--- config.mk ---
export PLATFORM = sky130hd
export DESIGN_NAME = lba_to_chs_track_splitter_core
export DESIGN_NICKNAME = d
export VERILOG_FILES = /design/src/rtl/lbachs_pkg.sv /design/src/rtl/lba_to_chs_track_splitter_core.sv
export SDC_FILE = /design/constraint.sdc
export NUM_CORES = 1
export LEC_CHECK = 0
export BUFFER_PORTS_ARGS = -buffer_cell sky130_fd_sc_hd__buf_2
export CELL_PAD_IN_SITES_DETAIL_PLACEMENT = 0
export CELL_PAD_IN_SITES_GLOBAL_PLACEMENT = 1
export CORE_UTILIZATION = 42
export DETAILED_ROUTE_END_ITERATION = 8
export HOLD_SLACK_MARGIN = 0.15
export PLACE_DENSITY_LB_ADDON = 0.1
export SLEW_MARGIN = 20
export SYNTH_ARGS = -nofsm -noshare
export SYNTH_HDL_FRONTEND = slang
export SYNTH_SLANG_ARGS = --single-unit
--- constraint.sdc ---
create_clock -name i_clk -period 4.7 [get_ports i_clk]
set_clock_uncertainty 0.05 [all_clocks]
set_input_delay 0.47 -clock i_clk [delete_from_list [all_inputs] [get_ports i_clk]]
set_output_delay 0.47 -clock i_clk [all_outputs]
set_load 0.005 [all_outputs]
--- src/rtl/lbachs_pkg.sv ---
// types and constants of the logical-sector to cylinder/head/sector splitter
package lbachs_pkg;

    // request item
    typedef struct packed {
        logic [7:0]  drive;
        logic [31:0] start_sector;
        logic [5:0]  sector_count;
    } t_in_item;

    // result item
    typedef struct packed {
        logic [7:0] cylinder_low;
        logic [7:0] sector_and_cyl_high;
        logic [7:0] head;
        logic [7:0] drive_out;
        logic [5:0] chunk_sectors;
        logic [5:0] buffer_offset;
        logic [1:0] status;
        logic       last;
    } t_out_item;

    // result status codes
    localparam logic [1:0] STATUS_OK       = 2'd0;
    localparam logic [1:0] STATUS_BAD_GEOM = 2'd1;
    localparam logic [1:0] STATUS_RANGE    = 2'd2;

    // configuration register indexes
    localparam logic [1:0] CFG_SPT   = 2'd0;
    localparam logic [1:0] CFG_HEADS = 2'd1;
    localparam logic [1:0] CFG_CYLS  = 2'd2;

    // geometry reset values and addressing limit
    localparam logic [5:0]  SPT_RESET   = 6'd63;
    localparam logic [8:0]  HEADS_RESET = 9'd16;
    localparam logic [10:0] CYLS_RESET  = 11'd1024;
    localparam logic [10:0] CYL_LIMIT   = 11'd1024;

    // sequencer states
    typedef enum logic [2:0] {
        ST_IDLE,
        ST_DIV_TRK,
        ST_DIV_CYL,
        ST_EMIT,
        ST_BAD
    } t_state;

endpackage

--- src/rtl/lba_to_chs_track_splitter_core.sv ---
// splits a sector read request into track-bounded cylinder/head/sector chunks
//
// Request channel (i_in_valid/o_in_ready, i_in_item): drive, first logical
// sector and sector count. Result channel (o_out_valid/i_out_ready,
// o_out_item): one item per track-bounded chunk, last set on the final one.
// Configuration channel (i_cfg_valid/o_cfg_ready, index 0 sectors per track,
// 1 heads, 2 cylinders) is ready outside reset; it is to be written between
// requests, which the block itself does not enforce. A request with valid
// geometry and a count above zero is accepted, runs the bit-serial
// sector/track divide and then the track/head divide, then gives one chunk
// per cycle while the receiver takes them. The single shared restoring
// divider gives one quotient bit per cycle for both divides. Zero sectors
// or heads gives one bad-geometry item; a zero count with good geometry
// gives nothing and the block is ready again at once.
// Results pass through an output register, so the next request is taken
// while the final item of the previous one still waits; when the receiver
// stalls, chunk generation holds. Reset empties the output register, returns
// the sequencer to idle and loads the geometry with 63 sectors, 16 heads and
// 1024 cylinders.
module lba_to_chs_track_splitter_core
    import lbachs_pkg::*;
(
    input  logic        i_clk,
    input  logic        i_rst_n,
    input  logic        i_in_valid,
    output logic        o_in_ready,
    input  t_in_item    i_in_item,
    output logic        o_out_valid,
    input  logic        i_out_ready,
    output t_out_item   o_out_item,
    input  logic        i_cfg_valid,
    output logic        o_cfg_ready,
    input  logic [1:0]  i_cfg_index,
    input  logic [10:0] i_cfg_data
);

    t_state      r_state, n_state;
    logic [4:0]  r_cnt;
    logic [31:0] r_dvd;
    logic [8:0]  r_rem;
    logic [5:0]  r_spt;
    logic [8:0]  r_heads;
    logic [10:0] r_cyls;
    logic [7:0]  r_drive;
    logic [5:0]  r_remain;
    logic [5:0]  r_offs;
    logic [5:0]  r_idx;
    logic [8:0]  r_head;
    logic [10:0] r_cyl;
    t_out_item   r_out;
    logic        r_out_valid;

    logic        w_accept, w_bad_geom, w_slot, w_emit, w_div_done;
    logic [8:0]  w_divisor;
    logic [9:0]  w_part, w_diff;
    logic        w_ge;
    logic [8:0]  n_rem;
    logic [31:0] n_dvd;
    logic [5:0]  w_room, w_chunk, w_left;
    logic        w_fail, w_wrap;
    logic [8:0]  w_head_inc;
    logic [10:0] w_cyl_inc;
    t_out_item   w_result;

    assign o_cfg_ready = i_rst_n;
    assign o_out_valid = r_out_valid;
    assign o_out_item  = r_out;

    assign w_accept   = i_in_valid && o_in_ready;
    assign w_bad_geom = (r_spt == 6'd0) || (r_heads == 9'd0);
    assign w_slot     = !r_out_valid || i_out_ready;
    assign w_div_done = (r_cnt == 5'd31);

    // shared restoring divider step, one quotient bit per cycle
    always_comb begin
        w_divisor = (r_state == ST_DIV_TRK) ? {3'd0, r_spt} : r_heads;
        w_part    = {r_rem, r_dvd[31]};
        w_diff    = w_part - {1'b0, w_divisor};
        w_ge      = (w_part >= {1'b0, w_divisor});
        n_rem     = w_ge ? w_diff[8:0] : w_part[8:0];
        n_dvd     = {r_dvd[30:0], w_ge};
    end

    // chunk size, range check and next track position
    always_comb begin
        w_room     = r_spt - r_idx;
        w_chunk    = (r_remain < w_room) ? r_remain : w_room;
        w_left     = r_remain - w_chunk;
        w_fail     = (r_cyl >= r_cyls) || (r_cyl >= CYL_LIMIT) || r_head[8];
        w_head_inc = r_head + 9'd1;
        w_wrap     = (w_head_inc == r_heads);
        w_cyl_inc  = (r_cyl >= CYL_LIMIT) ? r_cyl : r_cyl + 11'd1;
    end

    // result item
    always_comb begin
        w_result           = '0;
        w_result.drive_out = r_drive;
        w_result.last      = 1'b1;
        if (r_state == ST_BAD) begin
            w_result.status = STATUS_BAD_GEOM;
        end else if (w_fail) begin
            w_result.status        = STATUS_RANGE;
            w_result.buffer_offset = r_offs;
        end else begin
            w_result.cylinder_low        = r_cyl[7:0];
            w_result.sector_and_cyl_high = {r_cyl[9:8], r_idx + 6'd1};
            w_result.head                = r_head[7:0];
            w_result.chunk_sectors       = w_chunk;
            w_result.buffer_offset       = r_offs;
            w_result.status              = STATUS_OK;
            w_result.last                = (w_left == 6'd0);
        end
    end

    // sequencer next state
    always_comb begin
        n_state = r_state;
        unique case (r_state)
            ST_IDLE: begin
                if (w_accept) begin
                    if (w_bad_geom) begin
                        n_state = ST_BAD;
                    end else if (i_in_item.sector_count != 6'd0) begin
                        n_state = ST_DIV_TRK;
                    end
                end
            end
            ST_DIV_TRK: begin
                if (w_div_done) n_state = ST_DIV_CYL;
            end
            ST_DIV_CYL: begin
                if (w_div_done) n_state = ST_EMIT;
            end
            ST_EMIT: begin
                if (w_slot && (w_fail || w_left == 6'd0)) n_state = ST_IDLE;
            end
            ST_BAD: begin
                if (w_slot) n_state = ST_IDLE;
            end
            default: n_state = ST_IDLE;
        endcase
    end

    // sequencer outputs
    always_comb begin
        o_in_ready = i_rst_n && (r_state == ST_IDLE);
        w_emit     = ((r_state == ST_EMIT) || (r_state == ST_BAD)) && w_slot;
    end

    // control state and configuration
    always_ff @(posedge i_clk) begin
        if (!i_rst_n) begin
            r_state     <= ST_IDLE;
            r_out_valid <= 1'b0;
            r_spt       <= SPT_RESET;
            r_heads     <= HEADS_RESET;
            r_cyls      <= CYLS_RESET;
        end else begin
            r_state <= n_state;
            if (w_emit) begin
                r_out_valid <= 1'b1;
            end else if (i_out_ready) begin
                r_out_valid <= 1'b0;
            end
            if (i_cfg_valid) begin
                case (i_cfg_index)
                    CFG_SPT:   r_spt   <= i_cfg_data[5:0];
                    CFG_HEADS: r_heads <= i_cfg_data[8:0];
                    CFG_CYLS:  r_cyls  <= i_cfg_data;
                    default:   ;
                endcase
            end
        end
    end

    // request datapath
    always_ff @(posedge i_clk) begin
        if (w_emit) r_out <= w_result;
        case (r_state)
            ST_IDLE: begin
                if (w_accept) begin
                    r_drive  <= i_in_item.drive;
                    r_dvd    <= i_in_item.start_sector;
                    r_remain <= i_in_item.sector_count;
                    r_offs   <= 6'd0;
                    r_rem    <= 9'd0;
                    r_cnt    <= 5'd0;
                end
            end
            ST_DIV_TRK: begin
                r_dvd <= n_dvd;
                r_cnt <= r_cnt + 5'd1;
                if (w_div_done) begin
                    r_idx <= n_rem[5:0];
                    r_rem <= 9'd0;
                end else begin
                    r_rem <= n_rem;
                end
            end
            ST_DIV_CYL: begin
                r_dvd <= n_dvd;
                r_rem <= n_rem;
                r_cnt <= r_cnt + 5'd1;
                if (w_div_done) begin
                    r_head <= n_rem;
                    r_cyl  <= (|n_dvd[31:10]) ? CYL_LIMIT : {1'b0, n_dvd[9:0]};
                end
            end
            ST_EMIT: begin
                if (w_slot && !w_fail) begin
                    r_remain <= w_left;
                    r_offs   <= r_offs + w_chunk;
                    r_idx    <= 6'd0;
                    if (w_wrap) begin
                        r_head <= 9'd0;
                        r_cyl  <= w_cyl_inc;
                    end else begin
                        r_head <= w_head_inc;
                    end
                end
            end
            default: ;
        endcase
    end

endmodule

# Word level (Yosys, flattened, before mapping)
# Index checks and enable logic that the tools add are counted.
# W data, S select, Z words.
# word_totals
ff_bits	169
input_bits	64
output_inout_bits	50
wordCells	130
# op_classes
n_addsub	8
magnitude_cmp	4
n_eq_ne	17
n_mux	40
n_reduce_logical	39
# op_table
op	n
$pmux W32 S2	1
$mux W9	7
$mux W11	5
$mux W6	7
$pmux W6 S2	3
$mux W32	1
$pmux W9 S3	1
$pmux W11 S2	1
$reduce_or A22 Y1	1
$mux W3	7
$pmux W9 S2	1
$pmux W3 S5	1
$ne A2 B2 Y1 const B	7
$logic_not A6 Y1	2
$reduce_and A2 Y1	6
$sub A6 B6 Y6	2
$add A11 B1 Y11 const B	1
$ge A11 B11 Y1	1
$ge A11 B11 Y1 const B	1
$ge A10 B9 Y1	1
$pmux W5 S2	1
$reduce_bool A2 Y1	5
$add A9 B1 Y9 const B	1
$eq A9 B9 Y1	1
other kinds (28)	43

# Longest topological paths before layout
# logic_depth
word_depth	9
depth_mapped	26
ltp_nobuf	24

# Worst setup path before layout
# Ideal clock, no wire load.
# synth_timing
path_kind	reg-to-reg
start	register r_idx[3]
end	register r_state[0]
setup_ps	132
t_arrival_ps	4651
required_ps	4518
setup_slack_ps	-133
path_stages_with_launch	23
n_path_buf	0
synth_period_minus_slack_ps	4833
cell_sequence	edfxtp_1 -> inv_1 -> ha_1 -> or2_2 -> o211ai_1 -> ha_1 -> nor3_1 -> o2bb2ai_1 -> or4b_4 -> nand4_2 -> nor2_1 -> a21oi_1 -> ha_1 -> inv_1 -> ha_1 -> a21oi_1 -> inv_1 -> o21ai_0 -> mux2i_1 -> a2111oi_0 -> o31ai_1 -> a2111oi_0 -> nor3_1
# synth_via
elab_chain_cells	9
# synth_lines
element	line	source
from (decl)	lba_to_chs_track_splitter_core.sv:47	logic [5:0] r_idx;
from (signal assigned)	lba_to_chs_track_splitter_core.sv:195	r_idx <= n_rem[5:0];
$sub A6 B6 Y6	lba_to_chs_track_splitter_core.sv:86	w_room = r_spt - r_idx;
$lt A6 B6 Y1	lba_to_chs_track_splitter_core.sv:87	w_chunk = (r_remain < w_room) ? r_remain : w_room;
$mux W6	lba_to_chs_track_splitter_core.sv:87	
named net w_chunk[0]	lba_to_chs_track_splitter_core.sv:59	logic [5:0] w_room, w_chunk, w_left;
$sub A6 B6 Y6	lba_to_chs_track_splitter_core.sv:88	w_left = r_remain - w_chunk;
$logic_not A6 Y1	lba_to_chs_track_splitter_core.sv:136	if (w_slot && (w_fail || w_left == 6'd0)) n_state = ST_IDLE;
$logic_or A1 B1 Y1	lba_to_chs_track_splitter_core.sv:136	
$logic_and A1 B1 Y1	lba_to_chs_track_splitter_core.sv:136	
$ne A2 B2 Y1 (no line)	n/a	
$reduce_and A6 Y1 (no line)	n/a	
to (signal assigned)	lba_to_chs_track_splitter_core.sv:160	r_state <= n_state;
to (decl)	lba_to_chs_track_splitter_core.sv:37	t_state r_state, n_state;
# The timed path passes the listed nets, and every way through them passes these cells.
# A chain may end at the register's enable or synchronous reset.

# Final worst setup path
# layout_timing
start	register r_idx[1]
end	register r_out, in the netlist o_out_item[0], data pin
# layout_via
elab_chain_cells	5
# layout_lines
element	line	source
$sub A6 B6 Y6	lba_to_chs_track_splitter_core.sv:86	
$lt A6 B6 Y1	lba_to_chs_track_splitter_core.sv:87	
$mux W6	lba_to_chs_track_splitter_core.sv:87	
named net w_chunk[0]	lba_to_chs_track_splitter_core.sv:59	
$sub A6 B6 Y6	lba_to_chs_track_splitter_core.sv:88	
$logic_not A6 Y1	lba_to_chs_track_splitter_core.sv:112	w_result.last = (w_left == 6'd0);
to (signal assigned)	lba_to_chs_track_splitter_core.sv:179	if (w_emit) r_out <= w_result;
to (decl)	lba_to_chs_track_splitter_core.sv:50	t_out_item r_out;
# The timed path passes the listed nets, and every way through them passes these cells.

==> metrics.md <==
| Metric | Value |
|---|---|
| Fin. Hold Viols | `0` |
| Number of global-route vias before repair | `6431` |
| Placed instance area | `10100 µm²` |
| Yosys top cell by area | `edfxtp_1` |
| Total area of sequential cells | `4770 µm²` |
| Placer congestion estimate | `0.899` |
| Netlist Area Pre-Place | `9020 µm²` |
| Worst R2R End | `o_out_item[0]` |
| Clock-pin slew on the worst setup and hold paths | `0.07 ns` |
| Die ar. | `22100 µm²` |
| Max-slew violation count | `0` |
| DR vias | `6767` |
| Number of enable flip-flop cells after synthesis | `139` |
| CP endpoint kind | `register` |
| Placed Cells | `1258` |
| Share of layout cells above drive strength 1 | `0.243` |
| Syn. warnings | `0` |
| Inserted Diodes | `0` |
| Yosys reg bits | `169` |
| Setup violators final | `0` |
| CTS root buf | `clkbuf_16` |
| Global-route wire length before repair | `34.7 mm` |
| Syn Area/Cell | `10.5 µm²` |
| P per Cell Area | `477 nW/µm²` |
| Leakage | `4.48 nW` |
| RSZ-0062 raised after global routing | `true` |
| Critical Path AT | `4.69 ns` |
| Pre-CTS setup slack | `-0.102 ns` |
| Crit path max fanout | `4` |
| Initial Util | `0.429` |
| GRT overflow | `0` |
| Async S/R FF share, synth | `0` |
| Total iterations of the first detailed-routing run | `5` |
| CTS Sinks | `169` |
| Drt wl/cell | `17.2 µm` |
| Initial DRC count | `327` |
| Multi-input logic area | `4180 µm²` |
| Fillers | `1924` |
| Peak VDD IR | `0.215 mV` |
| Area delta synth->final | `23.4%` |
| Min-Delay Path Class | `in2reg` |
| Largest net degree at the start of global routing | `38` |
| CTS tree | `yes` |
| Via/cell ratio | `5.18` |
| Core Area | `21000 µm²` |
| TNS Setup | `0 ns` |
| GR Util All Layers | `0.207` |
| Critical Path Start Type | `register` |
| Final ANT Viol Nets | `0` |
| Cells on worst reg2reg path | `21` |
| Dominant cells by area after synthesis | `edfxtp_1 46%, dfxtp_1 6.7%, nand2_1 6.2%, ha_1 5.7%, mux2i_1 3.7%` |
| Clock buffer depth | `2` |
| Period minus WS final | `4.60 ns` |
| Hold Crit Endpoint | `r_drive[3]` |
| Hold depth | `1` |
| Status | `completed` |
| Final Cell Area | `11100 µm²` |
| Reg2Reg Launch Point | `r_idx[1]` |
| # rows | `53` |
| Max_cap viols | `0` |
| Leading register cell type out of synthesis | `edfxtp_1` |
| WP data required | `4.79 ns` |
| # port buffers | `113` |
| Worst-margin pin slew | `0.895 ns` |
| Final WS setup | `0.103 ns` |
| Top Ports | `114` |
| Gate Count Post-Synth | `862` |
| Setup slack, reg-to-reg | `0.10 ns` |
| # DRC | `0` |
| CTS H-tree lvls | `4` |
| Detailed Place HPWL | `16.3 mm` |
| Post-route clock period utilization | `0.978` |
| Post-Route WL | `22.4 mm` |
| Initial antenna violation count | `0` |
| Layout Cells excl Fill | `1306` |
| Hold_sp | `i_in_item[41]` |
| Register area share after synthesis | `0.530` |
| Die H | `149 µm` |
| Setup Crit Path Kind | `reg2reg` |
| Max-slew headroom | `0.402` |
| Yosys top cell area share | `0.463` |
| Layout Nets | `1125` |
| Cts bufs inserted | `17` |
| Syn_nets | `969` |
| Die Wd | `149 µm` |
| Post-synthesis cell type count | `76` |
| Highest clock rate | `218 MHz` |
| Worst skew pair latency | `0.43 ns` |
-- sequential cells by signal (all words and copies together), names as in the netlist --
| name | flops |
|---|---|
| r_idx | 6 |
| r_dvd | 32 |
| r_cnt | 5 |
| r_head | 9 |
| r_rem | 9 |
| r_state | 3 |
| r_spt | 6 |
| r_remain | 6 |
| r_cyl | 11 |
| r_heads | 9 |
| o_out_item | 47 |
| r_offs | 6 |
| r_drive | 8 |
| o_out_valid | 1 |
| r_cyls | 11 |
-- through the flow --
stage	util	hold WS, ns	power, mW
finish	0.529	0.163	5.31
global route	0.529	0.154	5.62
CTS	0.514	0.151	5.22
detailed placement	0.482	0.355	3.74
global placement	0.482	0.351	3.74
floorplan	-	0.350	3.23
-- final cells by class --
class                           instances  share of cell area
Sequential cell                       169               0.429
Multi-Input combinational cell        617               0.376
Timing Repair Buffer                  172              0.0952
Clock buffer                           18              0.0386
Tap cell                              275              0.0309
Clock inverter                         14              0.0165
Inverter                               41              0.0138
-- routing by layer --
layer  track usage  vias up  routed length (µm)
met5             0        -                   0
met4        0.0500        0                 235
met3        0.0368       19                 948
met2         0.324      151               10300
met1         0.296     3194               10900
li1              -     3403                   -
-- cell usage after synthesis (23+ instances only) --
cell and number:
a21oi_1 25, clkbuf_1 26, dfxtp_1 30, edfxtp_1 139, ha_1 41, inv_1 41, mux2i_1 33, nand2_1 150
nand3_1 23, nor2_1 78, o21ai_0 25, xnor2_1 23, xor2_1 23
-- timing repair --
| item | CTS | global route |
|---|---|---|
| pin swaps | 0 | 26 |
| setup buffers | 0 | 10 |
| setup endpoints to repair | 3 | 5 |
| hold endpoints to repair | 6 | 0 |
| hold buffers | 6 | 0 |
| resized for setup | 2 | 43 |
-- worst max path at each step --
stage             start            end  slack (ns)  depth (start not counted)
2_1_floorplan  r_idx[3]     r_state[0]        0.02                         22
3_3_place_gp   r_idx[1]     r_state[0]        0.02                         23
3_5_place_dp   r_idx[1]     r_state[0]       -0.10                         24
4_1_cts        r_idx[1]     r_state[1]       -0.02                         24
5_1_grt        r_idx[1]  o_out_item[0]       -0.09                         24
6_report       r_idx[1]  o_out_item[0]        0.10                         21
-- critical path, stage by stage (launching register included) --
cell       delay (ns)
edfxtp_1         0.38
inv_1            0.07
ha_1             0.23
nor2b_4          0.13
o211ai_1         0.21
o211ai_1         0.16
ha_2             0.34
o21a_1           0.16
o2bb2ai_2        0.09
or4b_4           0.56
nand4_4          0.13
a21oi_2          0.07
ha_2             0.18
buf_6            0.12
or4_4            0.46
nand4_1          0.15
buf_4            0.17
buf_6            0.10
nor4_4           0.03
o21ai_4          0.27
a211o_1          0.17
nand3_1          0.07
-- power breakdown --
part / internal (mW) / total (mW) / switching, mW
registers: 1.99 / 2.12 / 0.127
clock network: 0.810 / 1.46 / 0.654
logic: 0.700 / 1.73 / 1.03
total: 3.50 / 5.31 / 1.81
-- layout by cell type, fill, tap and decap left out, types with 4 or more instances in the layout --
cell type and instances:
a21oi_1 19, dlygate4sd3_1 6, xor2_1 22, mux2i_1 32, inv_6 4, o21ai_0 23
o22ai_1 9, and2_1 13, nand3_1 22, ha_1 36, a211o_1 5, clkbuf_16 17
nand2b_1 8, ha_2 4, and3_1 22, o21a_1 6, nand2_1 149, nand4_1 13
xnor2_1 23, nor4_1 9, or2_2 6, a21oi_2 7, buf_4 48, nor2b_1 9
o211ai_1 5, nor3_1 11, nor2_1 77, inv_1 41, edfxtp_1 139, buf_2 113
nand3b_1 5, dfxtp_1 30
-- kinds of logic after synthesis --
logic type | count (synthesis) | share of synthesized area
compound gates | 126 | 0.0971
xor+xnor | 46 | 0.0447
fa+ha+maj | 44 | 0.0624
buf+inv | 76 | 0.0354
flops | 169 | 0.530
mux | 36 | 0.0419
simple gates | 365 | 0.189
No activity file was read; power rests on OpenSTA's default activity.
